`config.mk`:
```
export PLATFORM = sky130hd
export DESIGN_NAME = arp_responder_with_table
export DESIGN_NICKNAME = d
export VERILOG_FILES = /design/src/hdl/arpr_pkg.sv /design/src/hdl/arpr_ctrl.sv /design/src/hdl/arpr_dp.sv /design/src/hdl/arp_responder_with_table.sv
export SDC_FILE = /design/constraint.sdc
export NUM_CORES = 1
export LEC_CHECK = 0
export ABC_CLOCK_PERIOD_IN_PS = 16000
export BUFFER_PORTS_ARGS = -buffer_cell sky130_fd_sc_hd__buf_2
export CORE_MARGIN = 2
export CORE_UTILIZATION = 59
export DETAILED_ROUTE_END_ITERATION = 10
export PLACE_DENSITY = 0.78
export SKIP_LAST_GASP = 1
export SLEW_MARGIN = 20
export SYNTH_ARGS = -nofsm -noshare
export SYNTH_HDL_FRONTEND = slang
export SYNTH_SLANG_ARGS = --single-unit
```
`constraint.sdc`:
```
create_clock -name clk -period 16 [get_ports clk]
set_clock_uncertainty 0.15 [all_clocks]
set_input_delay 0.8 -clock clk [delete_from_list [all_inputs] [get_ports clk]]
set_output_delay 0.8 -clock clk [all_outputs]
set_load 0.05 [all_outputs]
```
`src/hdl/arpr_pkg.sv`:
```
`timescale 1ns / 1ps
// ----------------------------------------------------------------------------
// arpr_pkg: shared types and constants of the ARP responder
// Holds the payload structs, the controller state type and the protocol codes.
// ----------------------------------------------------------------------------
package arpr_pkg;

  // Address table geometry.
  localparam int TABLE_DEPTH = 16;
  localparam int IDX_W = (TABLE_DEPTH > 1) ? $clog2(TABLE_DEPTH) : 1;
  localparam int CNT_W = $clog2(TABLE_DEPTH + 1);

  // Configuration register indexes.
  localparam int CFG_IDX_W = 1;
  localparam logic [CFG_IDX_W-1:0] REG_OWN_MAC = 1'd0;
  localparam logic [CFG_IDX_W-1:0] REG_OWN_IP  = 1'd1;

  // Input command codes.
  localparam logic CMD_RX_PACKET = 1'b0;
  localparam logic CMD_ISSUE_REQ = 1'b1;

  // Received ARP operation low byte and protocol type.
  localparam logic [7:0]  RX_OP_REQUEST = 8'd1;
  localparam logic [7:0]  RX_OP_REPLY   = 8'd2;
  localparam logic [15:0] PTYPE_IPV4    = 16'h0800;

  // Transmit operation codes.
  localparam logic [1:0] TX_OP_NONE    = 2'd0;
  localparam logic [1:0] TX_OP_REQUEST = 2'd1;
  localparam logic [1:0] TX_OP_REPLY   = 2'd2;

  // Table status codes.
  localparam logic [1:0] TBL_NONE     = 2'd0;
  localparam logic [1:0] TBL_UPDATED  = 2'd1;
  localparam logic [1:0] TBL_APPENDED = 2'd2;
  localparam logic [1:0] TBL_DROPPED  = 2'd3;

  localparam logic [47:0] MAC_BROADCAST = 48'hFFFF_FFFF_FFFF;

  typedef struct packed {
    logic        cmd;
    logic [7:0]  oper_low;
    logic [15:0] proto_type;
    logic [47:0] sender_mac;
    logic [31:0] sender_ip;
    logic [31:0] dest_ip;
    logic [31:0] request_ip;
  } arpr_in_t;

  typedef struct packed {
    logic        tx_valid;
    logic [1:0]  tx_oper;
    logic [47:0] tx_sender_mac;
    logic [31:0] tx_sender_ip;
    logic [47:0] tx_target_mac;
    logic [31:0] tx_dest_ip;
    logic [1:0]  table_status;
  } arpr_out_t;

  typedef enum logic [1:0] {
    ST_IDLE,
    ST_DECIDE,
    ST_SCAN,
    ST_FINISH
  } arpr_state_t;

  // Controller to datapath.
  typedef struct packed {
    logic load_item;
    logic scan_start;
    logic scan_step;
    logic wr_update;
    logic wr_append;
    logic set_drop;
    logic load_out;
  } arpr_cmd_t;

  // Datapath to controller.
  typedef struct packed {
    logic do_learn;
    logic hit;
    logic miss;
    logic full;
    logic out_free;
  } arpr_status_t;

endpackage

```
`src/hdl/arpr_ctrl.sv`:
```
`timescale 1ns / 1ps
// ----------------------------------------------------------------------------
// arpr_ctrl: sequencing controller of the ARP responder
// Steps one transaction through decode, table scan and result hand-off.
// ----------------------------------------------------------------------------
module arpr_ctrl (
  input  logic                  clk,
  input  logic                  rst_n,
  input  logic                  in_valid,
  output logic                  in_stall,
  input  arpr_pkg::arpr_status_t sts,
  output arpr_pkg::arpr_cmd_t    cmd
);

  arpr_pkg::arpr_state_t state_r, state_nxt;

  always_ff @(posedge clk) begin
    if (!rst_n) begin
      state_r <= arpr_pkg::ST_IDLE;
    end else begin
      state_r <= state_nxt;
    end
  end

  always_comb begin
    state_nxt = state_r;
    case (state_r)
      arpr_pkg::ST_IDLE: begin
        if (in_valid) begin
          state_nxt = arpr_pkg::ST_DECIDE;
        end
      end
      arpr_pkg::ST_DECIDE: begin
        state_nxt = sts.do_learn ? arpr_pkg::ST_SCAN : arpr_pkg::ST_FINISH;
      end
      arpr_pkg::ST_SCAN: begin
        if (sts.hit || sts.miss) begin
          state_nxt = arpr_pkg::ST_FINISH;
        end
      end
      arpr_pkg::ST_FINISH: begin
        if (sts.out_free) begin
          state_nxt = arpr_pkg::ST_IDLE;
        end
      end
      default: state_nxt = arpr_pkg::ST_IDLE;
    endcase
  end

  always_comb begin
    cmd      = '0;
    in_stall = 1'b1;
    case (state_r)
      arpr_pkg::ST_IDLE: begin
        in_stall      = 1'b0;
        cmd.load_item = in_valid;
      end
      arpr_pkg::ST_DECIDE: begin
        cmd.scan_start = 1'b1;
      end
      arpr_pkg::ST_SCAN: begin
        // The read pipeline keeps stepping; the first hit in scan order wins.
        cmd.scan_step = 1'b1;
        if (sts.hit) begin
          cmd.wr_update = 1'b1;
        end else if (sts.miss) begin
          cmd.wr_append = !sts.full;
          cmd.set_drop  = sts.full;
        end
      end
      arpr_pkg::ST_FINISH: begin
        cmd.load_out = sts.out_free;
      end
      default: begin
        cmd = '0;
      end
    endcase
  end

endmodule

```
`src/hdl/arpr_dp.sv`:
```
`timescale 1ns / 1ps
// ----------------------------------------------------------------------------
// arpr_dp: datapath of the ARP responder
// Holds the configuration, the address table, the scan pipeline and the
// output register.
// ----------------------------------------------------------------------------
module arpr_dp (
  input  logic                              clk,
  input  logic                              rst_n,
  input  arpr_pkg::arpr_in_t                in_data,
  input  logic                              cfg_valid,
  input  logic [arpr_pkg::CFG_IDX_W-1:0]    cfg_index,
  input  logic [47:0]                       cfg_data,
  input  logic                              out_stall,
  output logic                              out_valid,
  output arpr_pkg::arpr_out_t               out_data,
  input  arpr_pkg::arpr_cmd_t               cmd,
  output arpr_pkg::arpr_status_t            sts
);

  localparam int IW = arpr_pkg::IDX_W;
  localparam int CW = arpr_pkg::CNT_W;

  logic [47:0]         own_mac_r;
  logic [31:0]         own_ip_r;
  arpr_pkg::arpr_in_t  item_r;
  logic [1:0]          status_r;
  logic [CW-1:0]       count_r;
  logic [CW-1:0]       rd_idx_r;
  logic [IW-1:0]       cmp_idx_r;
  logic                cmp_vld_r;
  logic [47:0]         rd_hw_r;
  logic                out_valid_r;
  arpr_pkg::arpr_out_t out_data_r;

  logic [47:0] hw_mem [arpr_pkg::TABLE_DEPTH];
  logic [31:0] ip_mem [arpr_pkg::TABLE_DEPTH];

  logic                is_reply_req;
  logic                cnt_zero;
  logic                last_cmp;
  logic                match;
  arpr_pkg::arpr_out_t result;

  // Configuration registers.
  always_ff @(posedge clk) begin
    if (!rst_n) begin
      own_mac_r <= '0;
      own_ip_r  <= '0;
    end else if (cfg_valid) begin
      case (cfg_index)
        arpr_pkg::REG_OWN_MAC: own_mac_r <= cfg_data;
        arpr_pkg::REG_OWN_IP:  own_ip_r  <= cfg_data[31:0];
        default: ;
      endcase
    end
  end

  always_ff @(posedge clk) begin
    if (cmd.load_item) begin
      item_r <= in_data;
    end
  end

  assign is_reply_req = (item_r.cmd == arpr_pkg::CMD_RX_PACKET)
                     && (item_r.oper_low == arpr_pkg::RX_OP_REQUEST)
                     && (item_r.proto_type == arpr_pkg::PTYPE_IPV4)
                     && (item_r.dest_ip == own_ip_r);

  assign sts.do_learn = is_reply_req
                     || ((item_r.cmd == arpr_pkg::CMD_RX_PACKET)
                         && (item_r.oper_low == arpr_pkg::RX_OP_REPLY));

  // Scan pipeline: one table read issued per cycle; the read data is registered and compared in the next cycle.
  assign cnt_zero = (count_r == '0);
  assign match    = cmp_vld_r && (rd_hw_r == item_r.sender_mac);
  assign last_cmp = cmp_vld_r && ((CW'(cmp_idx_r) + CW'(1)) == count_r);

  assign sts.hit  = match;
  assign sts.miss = cnt_zero || (last_cmp && !match);
  assign sts.full = (count_r == CW'(arpr_pkg::TABLE_DEPTH));

  always_ff @(posedge clk) begin
    if (!rst_n) begin
      rd_idx_r  <= '0;
      cmp_vld_r <= 1'b0;
    end else if (cmd.scan_start) begin
      rd_idx_r  <= '0;
      cmp_vld_r <= 1'b0;
    end else if (cmd.scan_step) begin
      if (rd_idx_r < count_r) begin
        rd_idx_r  <= rd_idx_r + CW'(1);
        cmp_vld_r <= 1'b1;
      end else begin
        cmp_vld_r <= 1'b0;
      end
    end
  end

  always_ff @(posedge clk) begin
    if (cmd.scan_step && (rd_idx_r < count_r)) begin
      rd_hw_r   <= hw_mem[rd_idx_r[IW-1:0]];
      cmp_idx_r <= rd_idx_r[IW-1:0];
    end
  end

  // Table memory writes: an update rewrites only the IP of the hit entry.
  always_ff @(posedge clk) begin
    if (cmd.wr_update) begin
      ip_mem[cmp_idx_r] <= item_r.sender_ip;
    end else if (cmd.wr_append) begin
      hw_mem[count_r[IW-1:0]] <= item_r.sender_mac;
      ip_mem[count_r[IW-1:0]] <= item_r.sender_ip;
    end
  end

  always_ff @(posedge clk) begin
    if (!rst_n) begin
      count_r <= '0;
    end else if (cmd.wr_append) begin
      count_r <= count_r + CW'(1);
    end
  end

  always_ff @(posedge clk) begin
    if (cmd.load_item) begin
      status_r <= arpr_pkg::TBL_NONE;
    end else if (cmd.wr_update) begin
      status_r <= arpr_pkg::TBL_UPDATED;
    end else if (cmd.wr_append) begin
      status_r <= arpr_pkg::TBL_APPENDED;
    end else if (cmd.set_drop) begin
      status_r <= arpr_pkg::TBL_DROPPED;
    end
  end

  // Result formation.
  always_comb begin
    result              = '0;
    result.table_status = status_r;
    if (item_r.cmd == arpr_pkg::CMD_ISSUE_REQ) begin
      result.tx_valid      = 1'b1;
      result.tx_oper       = arpr_pkg::TX_OP_REQUEST;
      result.tx_sender_mac = own_mac_r;
      result.tx_sender_ip  = own_ip_r;
      result.tx_target_mac = arpr_pkg::MAC_BROADCAST;
      result.tx_dest_ip    = item_r.request_ip;
    end else if (is_reply_req) begin
      result.tx_valid      = 1'b1;
      result.tx_oper       = arpr_pkg::TX_OP_REPLY;
      result.tx_sender_mac = own_mac_r;
      result.tx_sender_ip  = item_r.dest_ip;
      result.tx_target_mac = item_r.sender_mac;
      result.tx_dest_ip    = item_r.sender_ip;
    end
  end

  // Output register.
  assign sts.out_free = !out_valid_r || !out_stall;

  always_ff @(posedge clk) begin
    if (!rst_n) begin
      out_valid_r <= 1'b0;
    end else if (cmd.load_out) begin
      out_valid_r <= 1'b1;
    end else if (!out_stall) begin
      out_valid_r <= 1'b0;
    end
  end

  always_ff @(posedge clk) begin
    if (cmd.load_out) begin
      out_data_r <= result;
    end
  end

  assign out_valid = out_valid_r;
  assign out_data  = out_data_r;

endmodule

```
`src/hdl/arp_responder_with_table.sv`:
```
`timescale 1ns / 1ps
// ----------------------------------------------------------------------------
// arp_responder_with_table: ARP engine for IPv4 over Ethernet
// Answers ARP requests for the own IP, learns MAC/IP pairs and issues requests.
// ----------------------------------------------------------------------------
// Usage:
//   The input channel (in_valid, in_stall, in_data) carries one transaction
//   per decoded ARP packet or per issue-request command. Each input
//   transaction produces exactly one output transaction on out_valid,
//   out_stall and out_data, in order.
//   The configuration channel (cfg_valid, cfg_ready, cfg_index, cfg_data)
//   sets own_mac (index 0) and own_ip (index 1); cfg_ready is always high.
//   Write configuration only while no transaction is in flight.
//   Timing: one transaction at a time. A command or an ignored packet passes
//   from acceptance through the decide state to the result register. A
//   learning packet scans the table through a registered read port, one
//   entry issued per cycle, and stops at the hit or, on a miss, after the
//   last entry below the count (all entries with a full 16-entry table). The
//   next transaction is accepted the cycle after the result is loaded, even
//   while that result still waits on out_stall.
//   Reset clears the configuration, the entry count and the output valid;
//   table contents are not cleared, only entries below the count are read.
//   While out_stall is high the result holds; a following transaction is
//   processed and then waits in the controller until the output frees up.
// ----------------------------------------------------------------------------
module arp_responder_with_table (
  input  logic                           clk,
  input  logic                           rst_n,
  input  logic                           in_valid,
  output logic                           in_stall,
  input  arpr_pkg::arpr_in_t             in_data,
  output logic                           out_valid,
  input  logic                           out_stall,
  output arpr_pkg::arpr_out_t            out_data,
  input  logic                           cfg_valid,
  output logic                           cfg_ready,
  input  logic [arpr_pkg::CFG_IDX_W-1:0] cfg_index,
  input  logic [47:0]                    cfg_data
);

  arpr_pkg::arpr_cmd_t    cmd;
  arpr_pkg::arpr_status_t sts;

  // Configuration registers are simple flops, so a write is always taken.
  assign cfg_ready = 1'b1;

  // The controller owns the input handshake and sequences the datapath.
  arpr_ctrl u_ctrl (
    .clk      (clk),
    .rst_n    (rst_n),
    .in_valid (in_valid),
    .in_stall (in_stall),
    .sts      (sts),
    .cmd      (cmd)
  );

  // The datapath holds the table, configuration and output register.
  arpr_dp u_dp (
    .clk       (clk),
    .rst_n     (rst_n),
    .in_data   (in_data),
    .cfg_valid (cfg_valid),
    .cfg_index (cfg_index),
    .cfg_data  (cfg_data),
    .out_stall (out_stall),
    .out_valid (out_valid),
    .out_data  (out_data),
    .cmd       (cmd),
    .sts       (sts)
  );

endmodule

```
==> flow_metrics.py <==
metrics = {
    "run_status": {
        "status": "finished, final reports clean",
    },
    "detailed_routing": {
        "wirelength_um": 111000,
        "ratio_of_routed_vias_to_standard_cells": 6.19,
        "drt.antenna.violating_nets": 0,
        "drcViolationCount": 0,
        "detail_route.iter0.violations": 2787,
        "number_of_vias_in_the_routed_layout": 23800,
        "routed_wire_length_per_instance_um": 28.8,
        "first_drt_pass_iteration_count": 6,
    },
    "die": {
        "start_util_pct": 59.8,
        "placementRows": 102,
        "floorplan.core_area_um2": 77700,
        "fp.dieH_um": 285,
        "design.die.area_um2": 81100,
        "fp.dieW_um": 285,
        "boundaryPins": 391,
    },
    "synth": {
        "synthTopCellsByCount": "edfxtp_1 (1154), mux4_2 (240), nand2_1 (167), dfxtp_1 (96), a21oi_1 (87)",
        "netlist_top_cells_area": "edfxtp_1 (75%), mux4_2 (12%), dfxtp_1 (4.1%)",
        "synth.avg_cell_area_um2": 20.6,
        "ys_ff_latch": 1250,
        "synth-async-reset-ratio_pct": 0,
        "syn-num-nets": 2498,
        "synth-edff-count": 1154,
        "synth_largest_area_cell": "edfxtp_1",
        "synth_cell_type_count": 51,
        "synth_top_cell_area_share_pct": 74.5,
        "postSynth.topFlopCell": "edfxtp_1",
        "post_synth_instance_area_um2": 46500,
        "ys_seq_area_share_pct": 78.7,
        "synth_cells": 2260,
        "synth_warnings": 0,
        "synth.most_common_cell": "edfxtp_1",
    },
    "worst_setup_path": {
        "crit_slowest_cell": "and3_2",
        "timing.reg2reg.worst_path_depth": 8,
        "critPathLaunch": "u_dp.cmp_idx_r[0]$_DFFE_PP_",
        "critical_path_class": "reg -> reg",
        "worst_r2r_startpoint": "u_dp.cmp_idx_r[0]$_DFFE_PP_",
        "worst_path_largest_cell_delay_ns": 0.77,
        "timing.critical_path.cells": "ha_1, xor2_1, or4b_1, a31oi_2, a21oi_1, nor3_2, and3_2, buf_4",
        "setup.worst_path.start_class": "flop",
        "critical_path_buf_inv_count": 1,
        "critical_path.max_fanout": 29,
        "timing.reg2reg.setup_slack_ns": 11.72,
        "setup.worst_path.end_class": "flop",
        "cpLargestDelayFamily": "simple AND/OR/NAND/NOR gates",
        "regToRegEndpoint": "u_dp.hw_mem[4][38]$_DFFE_PP_",
        "cp.arrival_ns": 4.43,
        "required_ns": 16.15,
    },
    "min_path": {
        "min_to": "u_dp.item_r[112]$_DFFE_PP_",
        "worstHoldPathCells": 1,
        "min_path_type": "in -> reg",
        "hold_path.startpoint": "in_data[112]",
    },
    "grt": {
        "combined_global_route_utilization_of_all_metal_layers_pct": 27.4,
        "grt_start_max_net_pins": 116,
        "grt_overflow": 0,
        "antenna_found_initial": 15,
        "vias_in_the_first_global_route": 24800,
        "first_pass_grt_wire_length_um": 162000,
    },
    "sta": {
        "grt_setup_unrepaired": "false",
        "maxSlewViolCount": 0,
        "timing_hold_violations_final": 0,
        "final.setup.tns_ns": 0,
        "setup_failing_eps_final": 0,
        "layout_worst_path_cycle_share_pct": 26.8,
        "tightest_slew_ns": 1.08,
        "worst_slew_margin_rel_pct": 27.9,
        "fmax_ghz": 0.234,
        "timing.final.crit_period_ns": 4.28,
    },
    "clock_network": {
        "cts_post_setup_buffers_inserted": 0,
        "cts_hold_buffers": 0,
        "htreeDepth": 3,
        "clock_tree_from_tritoncts": "done",
        "cts_resized": 0,
        "cts.path.max_buffers": 3,
        "cts.sinks": 1250,
        "worst_setup_hold_path_clk_slew_ns": 0.06,
        "cts_inserted_buffers": 116,
        "clkLatencyLatePin_ns": 0.70,
        "ctsRootBufferMaster": "clkbuf_16",
    },
    "place": {
        "dpl.cell_count": 3615,
        "port_bufs": 389,
        "gp_congestion": 0.875,
        "half_perimeter_wire_length_after_placement_um": 60600,
        "dpl-instance-area_um2": 49700,
    },
    "finish": {
        "n_fill_cell": 4636,
        "design_area_um2": 53500,
        "final_cell_count_no_fill": 3848,
        "area.growth.synth_to_final_pct": 15.0,
        "fin_util_pct": 68.8,
        "drive_gt1_share_pct": 31.1,
        "final_net_count": 2933,
    },
    "pwr": {
        "ir_worst_vdd_mv": 0.111,
        "power.static_leakage_nw": 17.8,
        "power.density_nw_per_um2": 139,
    },
    "flow_run": {
        "max_cap_violations": 0,
    },
}
## where the power goes
| group | total [mW] | switching (mW) | internal [mW] |
|---|---|---|---|
| combinational | 0.689 | 0.480 | 0.209 |
| sequential | 4.09 | 0.175 | 3.91 |
| clock | 2.67 | 1.17 | 1.50 |
## cell families (layout without fill, tap and decap cells)
family | Yosys count | after routing | share of synthesized area [%]
compound gates | 224 | 224 | 3.33
xor+xnor | 82 | 82 | 1.54
fa+ha+maj | 15 | 15 | 0.404
buf+inv | 136 | 668 | 1.14
flops | 1250 | 1250 | 78.7
mux | 242 | 242 | 11.7
other cells | 1 | 17 | 0.00807
simple gates | 310 | 310 | 3.22
## cell usage in the layout, fill, tap and decap left out, drive strengths merged, types with 16 or more instances in the layout
master / count
edfxtp: 1154
buf: 432
mux4: 240
nand2: 167
clkbuf: 159
dfxtp: 96
a21oi: 87
a22o: 64
nor2b: 53
a21o: 50
xnor2: 43
clkinv: 42
xor2: 39
inv: 23
nor2: 17
diode: 16
## layout make-up
cell class	count	area, µm²	share of cell area [%]
Clock buffer	159	3150	5.89
Multi-Input combinational cell	874	9450	17.7
Inverter	21	80.1	0.150
Antenna cell	16	40.0	0.0749
Sequential cell	1250	36600	68.4
Clock inverter	56	515	0.964
Timing Repair Buffer	432	2340	4.39
Tap cell	1040	1300	2.43
## state kept, by name (all words and copies together) (netlist names)
name            count
u_dp.item_r       169
u_dp.rd_idx_r       5
u_dp.rd_hw_r       48
u_dp.out_data     165
u_ctrl.state_r      2
u_dp.cmp_idx_r      4
u_dp.own_ip_r      32
u_dp.status_r       2
u_dp.hw_mem       768
u_dp.own_mac_r     48
u_dp.out_valid      1
u_dp.cmp_vld_r      1
u_dp.count_r        5
## layer usage
layer  track usage, %  share of wire, %
met1             36.2                36
met2             45.7                51
met5                0             0.011
met3             5.22               8.5
met4             10.6               3.8
## worst max path at each step
stage / endpoint / slack (ns) / cells past startpoint
after CTS: u_dp.hw_mem[12][31]$_DFFE_PP_ / 11.36 / 8
after global routing: u_dp.hw_mem[4][43]$_DFFE_PP_ / 11.53 / 8
after detailed placement: u_dp.hw_mem[12][4]$_DFFE_PP_ / 11.38 / 8
final: u_dp.hw_mem[4][38]$_DFFE_PP_ / 11.72 / 8
after global placement: u_dp.hw_mem[12][4]$_DFFE_PP_ / 11.52 / 8
after floorplan: u_dp.out_data[0]$_DFFE_PP_ / 2.21 / 1
## stage by stage
stage                     power, mW  setup slack (ns)  hold WS, ns
after floorplan                4.59              2.21        0.249
final                          7.45             11.72        0.129
after global placement         4.79             11.52        0.287
after CTS                      7.46             11.36       0.0930
after global routing           7.66             11.53        0.110
after detailed placement       4.82             11.38        0.293
Note: power is estimated with default switching activity, not from simulation.
